**config.mk**
```make
export PLATFORM = sky130hd
export DESIGN_NAME = dtb_refill
export DESIGN_NICKNAME = d
export VERILOG_FILES = /design/src/design/dtb_pkg.sv /design/src/design/dtb_refill.sv
export SDC_FILE = /design/constraint.sdc
export NUM_CORES = 1
export LEC_CHECK = 0
export BUFFER_PORTS_ARGS = -buffer_cell sky130_fd_sc_hd__buf_4
export CAP_MARGIN = 20
export CORE_MARGIN = 3
export CORE_UTILIZATION = 35
export CTS_BUF_LIST = sky130_fd_sc_hd__clkbuf_2
export DETAILED_ROUTE_END_ITERATION = 6
export GPL_ROUTABILITY_DRIVEN = 0
export PLACE_DENSITY_LB_ADDON = 0.1
export SLEW_MARGIN = 25
export SYNTH_ARGS = -nofsm -noshare
export SYNTH_HDL_FRONTEND = slang
export SYNTH_SLANG_ARGS = --single-unit
```
**constraint.sdc**
```tcl
create_clock -name clk -period 6.43 [get_ports clk]
set_input_delay 1.286 -clock clk [delete_from_list [all_inputs] [get_ports clk]]
set_output_delay 1.286 -clock clk [all_outputs]
set_load 0.05 [all_outputs]
```
**src/design/dtb_pkg.sv**
```systemverilog
`timescale 1ns / 1ps
// ----------------------------------------------------------------------------
// dtb_pkg
// Shared types and constants of the dual token bucket connection limiter.
// ----------------------------------------------------------------------------
package dtb_pkg;

	localparam int unsigned CFG_IDX_W = 3;

	typedef enum logic [CFG_IDX_W-1:0] {
		REG_POLICY_COST  = 3'd0,
		REG_POLICY_CAP   = 3'd1,
		REG_POLICY_INIT  = 3'd2,
		REG_POLICY_START = 3'd3,
		REG_SOURCE_COST  = 3'd4,
		REG_SOURCE_CAP   = 3'd5,
		REG_SOURCE_INIT  = 3'd6,
		REG_LIFETIME     = 3'd7
	} reg_idx_t;

	localparam logic [31:0] LIFETIME_RESET = 32'd20000;
	localparam logic FUNC_CONN  = 1'b0;
	localparam logic FUNC_SWEEP = 1'b1;

	typedef enum logic [3:0] {
		ST_IDLE,
		ST_SWEEP,
		ST_SWEEP_LAST,
		ST_POL_REFILL,
		ST_POL_DEBIT,
		ST_SEARCH,
		ST_SEARCH_LAST,
		ST_SRC_READ,
		ST_SRC_REFILL,
		ST_SRC_DEBIT,
		ST_DONE
	} state_t;

	// refill: credit + elapsed * rate, capped (all in wide arithmetic)
	typedef struct packed {
		logic [31:0] credit;
		logic [31:0] elapsed;
		logic [31:0] cap;
	} refill_req_t;

endpackage

```
**src/design/dtb_refill.sv**
```systemverilog
`timescale 1ns / 1ps
// ----------------------------------------------------------------------------
// dtb_refill
// Shared bucket refill unit: credit plus elapsed ticks times rate, capped.
// One registered stage; the rate multiply is a constant shift-scale.
// ----------------------------------------------------------------------------
module dtb_refill import dtb_pkg::*; #(
	parameter int unsigned CREDITS_PER_TICK = 32
) (
	input  logic        clk,
	input  refill_req_t req,
	output logic [31:0] result
);
	localparam int unsigned RW = 43;

	logic [RW-1:0] sum;
	logic [RW-1:0] prod;

	// elapsed (32b) times rate (<= 11b) fits 43 bits
	always_comb begin
		prod = RW'(req.elapsed) * RW'(CREDITS_PER_TICK);
		sum  = prod + RW'(req.credit);
	end

	always_ff @(posedge clk) begin
		result <= (sum > RW'(req.cap)) ? req.cap : sum[31:0];
	end
endmodule

```
# Word level (Yosys, flattened, before mapping)
# Index checks and enable logic that the tools add are counted.
# Widths: inputs -> output; s select.
# word_totals
inputBits	97
reg_bits	32
ram_bits	0
latch_bits	0
rom_bits	0
memories	0
out_inout_bits	32
elab_cells	4
# op_classes
n_reduce_logical	0
order_cmp	1
add_sub_neg	1
shift	0
n_eq_ne	0
muxes	1
n_mul	0
n_bitwise	0
n_div	0
# op_table
op	count
$add 37x32->38	1
$gt 38x32->1	1
$mux 32	1

# Longest topological paths before layout
# logic_depth
ltp_word	3
depth_mapped	20
mapped_depth_nobuf	19

# Least setup slack after synthesis
# No wires, ideal clock.
# synth_timing
path_type	input -> register
startpoint	in req[32] (netlist name)
endpoint	reg result[10]
slack_ns	1.222
path_buffers	1
t_arrival_ns	5.087
setup_time_ns	0.121
path_stages	19
required_time_ns	6.309
path_cell_list	ha_1 > inv_1 > fa_1 > nand2b_1 > a21oi_2 > a2111oi_0 > o31a_1 > o21ai_0 > xnor2_1 > ha_1 > nand4_1 > nor2_1 > a22o_1 > o41ai_1 > a21oi_1 > nor4_4 > nand3_4 > buf_12 > mux2_4
# synth_via
elab_chain_len	3
# synth_lines
item	line_no	rtl
start: declaration	dtb_refill.sv:11	input refill_req_t req,
$add 37x32->38 (*)	dtb_refill.sv:22	sum = prod + RW'(req.credit);
$gt 38x32->1	dtb_refill.sv:26	result <= (sum > RW'(req.cap)) ? req.cap : sum[31:0];
$mux 32 (*)	dtb_refill.sv:26	
end signal: assignment	dtb_refill.sv:26	
end: declaration	dtb_refill.sv:12	output logic [31:0] result
# Mark *: on every way between the ends. The rest lies on a longest branch, timed or not.

# Final worst setup path
# layout_timing
startpoint	in req[32] (netlist name)
endpoint	reg result[24]
# Same word-level chain as after synthesis.

==> impl_metrics.env <==
export IMPL_syn_area_sq_um=3790
export IMPL_dp_cells=688
export IMPL_max_freq_mhz=182
export IMPL_critPathMaxStageDelay_ps=480
export IMPL_power_switching_w=0.000316
export IMPL_ctsHoldBuffers=0
export IMPL_layout_cells_non_filler=695
export IMPL_h_tree_depth=2
export IMPL_critPathSlowestCell="a2111oi_0"
export IMPL_ant_nets=0
export IMPL_final_common_cell="buf_4"
export IMPL_yosys_warnings=0
export IMPL_postSynthAreaPerCell_sq_um=8.77
export IMPL_crit_chain="buf_4 -> ha_1 -> inv_1 -> fa_1 -> nand2b_1 -> a21oi_2 -> a2111oi_0 -> o31a_1 -> o21ai_0 -> xnor2_1 -> ha_1 -> nand4_1 -> nor2_1 -> a22o_1 -> o41ai_1 -> a21oi_1 -> nor4_4 -> nand3_4 -> buf_4 -> mux2_4"
export IMPL_startpoint_type="input port"
export IMPL_ioPinCount=129
export IMPL_min_period_ps=5500
export IMPL_largest_reg_flops=32
export IMPL_top_regs="result x32"
export IMPL_design_area_sq_um=4860
export IMPL_area_growth_pct=28.4
export IMPL_root_buffer="clkbuf_2"
export IMPL_rows=37
export IMPL_wl_per_cell_um=14.4
export IMPL_cp_required_ps=6690
export IMPL_syn_inst=432
export IMPL_setup_viol=0
export IMPL_min_period_over_period=0.855
export IMPL_antenna_found_initial=0
export IMPL_postCtsSetupBuffers=0
export IMPL_vias=3496
export IMPL_drt_iter0_drc=170
export IMPL_power_share_sequential=0.290
export IMPL_cts_tree="yes"
export IMPL_ys_seq_area_frac=0.169
export IMPL_first_global_vias=3338
export IMPL_grt_pass1_wl_mm=15.6
export IMPL_cts_buffer_depth=2
export IMPL_worstSetupStartpoint="req[32]"
export IMPL_grt_max_degree=21
export IMPL_mostFrequentLayoutCells="buf_4, ha_1, a21oi_1"
export IMPL_power_frac_clock=0.134
export IMPL_core_area_sq_um=10400
export IMPL_p_comb_frac=0.576
export IMPL_drt_pre_antenna_iters=4
export IMPL_start_util=0.364
export IMPL_die_width_um=110
export IMPL_cts_sinks=32
export IMPL_swShare=0.428
export IMPL_diodes=0
export IMPL_slew_headroom=0.669
export IMPL_min_delay_start="req[15]"
export IMPL_path_class="input port to flop"
export IMPL_worst_path_max_fanout=20
export IMPL_cts_buffers=5
export IMPL_dieArea_sq_um=12100
export IMPL_total_leakage_power_nw=2.44
export IMPL_finalNetCount=716
export IMPL_ir_worst_vdd_v=0.0000764
export IMPL_post_cts_resized=0
export IMPL_synth_seq_cells=32
export IMPL_rsz0062_at_grt="false"
export IMPL_status="complete, no violations"
export IMPL_drc_errors=0
export IMPL_routed_wl_mm=9.98
export IMPL_regMostFlops="result"
export IMPL_synth_cell_types=69
export IMPL_grt_overflow=0
export IMPL_worst_pin_slew_ps=484
export IMPL_yosys_most_used_dff="dfxtp_1"
export IMPL_drv_cap=0
export IMPL_async_flop_share=0
export IMPL_hold_violations=0
export IMPL_hpwlAfterDp_mm=8.69
export IMPL_drive_above_1_share=0.338
export IMPL_crit_arrival_ps=5760
export IMPL_grtUsageTotal=0.161
export IMPL_setup_tns_ps=0
export IMPL_end_kind="flop"
export IMPL_p_total_w=0.000739
export IMPL_io_buffer_count=128
export IMPL_synth_edf_count=0
export IMPL_hold_class="input port to flop"
export IMPL_final_max_slew_violation_count=0
export IMPL_setup_ws_ps=932
export IMPL_dp_slack_ps=611
export IMPL_die_h_um=110
export IMPL_internal_power_w=0.000423
export IMPL_p_per_area_nw_per_um2=152
export IMPL_placed_area_sq_um=4830
export IMPL_synthesis_nets=589
export IMPL_viasPerCell=5.03
export IMPL_clkSlewWorstSetupHoldPaths_ps=190
cells in the mapped netlist (3+ instances only):
cell | n | area share
and3_1 | 3 | 0.0050
xnor2_1 | 19 | 0.044
inv_1 | 42 | 0.042
nand2_1 | 26 | 0.026
nand4b_1 | 3 | 0.0069
a211oi_1 | 4 | 0.0079
nand4_1 | 14 | 0.023
a21boi_0 | 3 | 0.0059
nand3_1 | 10 | 0.013
nor3_1 | 4 | 0.0053
ha_1 | 59 | 0.19
o211ai_1 | 3 | 0.0059
nor2_1 | 21 | 0.021
xor2_1 | 3 | 0.0069
buf_12 | 3 | 0.016
dfxtp_1 | 32 | 0.17
nand2b_1 | 4 | 0.0066
a21oi_2 | 3 | 0.0069
mux2_4 | 29 | 0.11
or4_1 | 3 | 0.0059
o21ai_0 | 17 | 0.022
o21a_1 | 9 | 0.018
a21o_1 | 12 | 0.024
a21oi_1 | 47 | 0.062
o21ai_1 | 3 | 0.0040
buf_2 | 4 | 0.0053
power by group through the flow:
stage / clock network, W / logic (W) / registers (W)
2_1_floorplan: 0 / 0.000253 / 0.000261
3_3_place_gp: 0 / 0.000423 / 0.000219
3_5_place_dp: 0 / 0.000427 / 0.000219
4_1_cts: 0.000102 / 0.000429 / 0.000214
5_1_grt: 0.000110 / 0.000473 / 0.000215
6_report: 0.0000989 / 0.000426 / 0.000214
through the flow:
stage               hold WS [ps]   util
floorplan                   1430      -
global placement            1520  0.463
detailed placement          1520  0.463
CTS                         1100  0.467
global route                1090  0.467
finish                      1120  0.467
kinds of logic (layout without fill, tap and decap cells):
family,after synthesis,in the layout,share of synthesized area
AND/OR/NAND/NOR,106,106,0.159
flip-flops,32,32,0.169
buffers and inverters,52,179,0.0697
multiplexers,33,33,0.130
adder cells (fa/ha/maj),60,60,0.200
AO/OA/AOI/OAI,127,127,0.221
XOR/XNOR,22,22,0.0509
layout make-up:
| cell class | count | area, sq um |
|---|---|---|
| Fill cell | 1093 | 5550 |
| Timing Repair Buffer | 130 | 976 |
| Clock inverter | 1 | 5.00 |
| Clock buffer | 6 | 30.0 |
| Sequential cell | 32 | 641 |
| Multi-Input combinational cell | 348 | 2880 |
| Inverter | 42 | 158 |
| Tap cell | 136 | 170 |
worst max-delay path: cells and delay by family:
family,cells,cell delay [ps]
AND/OR/NAND/NOR,5,890
adder cells (fa/ha/maj),3,700
XOR/XNOR,1,230
buffers and inverters,3,440
multiplexers,1,330
AO/OA/AOI/OAI,7,1860
final timing paths:
path	slack, ps	to	cells after the start
worst max-delay path	930	result[24]	20
worst min-delay path	1120	result[15]	2
per-layer routing:
| layer | global-route usage | part of all wire | wire length [um] |
|---|---|---|---|
| met5 | 0 | 0 | 0 |
| met4 | 0.0294 | 0.0080 | 80 |
| met3 | 0.0215 | 0.065 | 653 |
| met2 | 0.267 | 0.46 | 4580 |
| met1 | 0.223 | 0.47 | 4670 |
No activity file was read; power rests on OpenSTA's default activity.
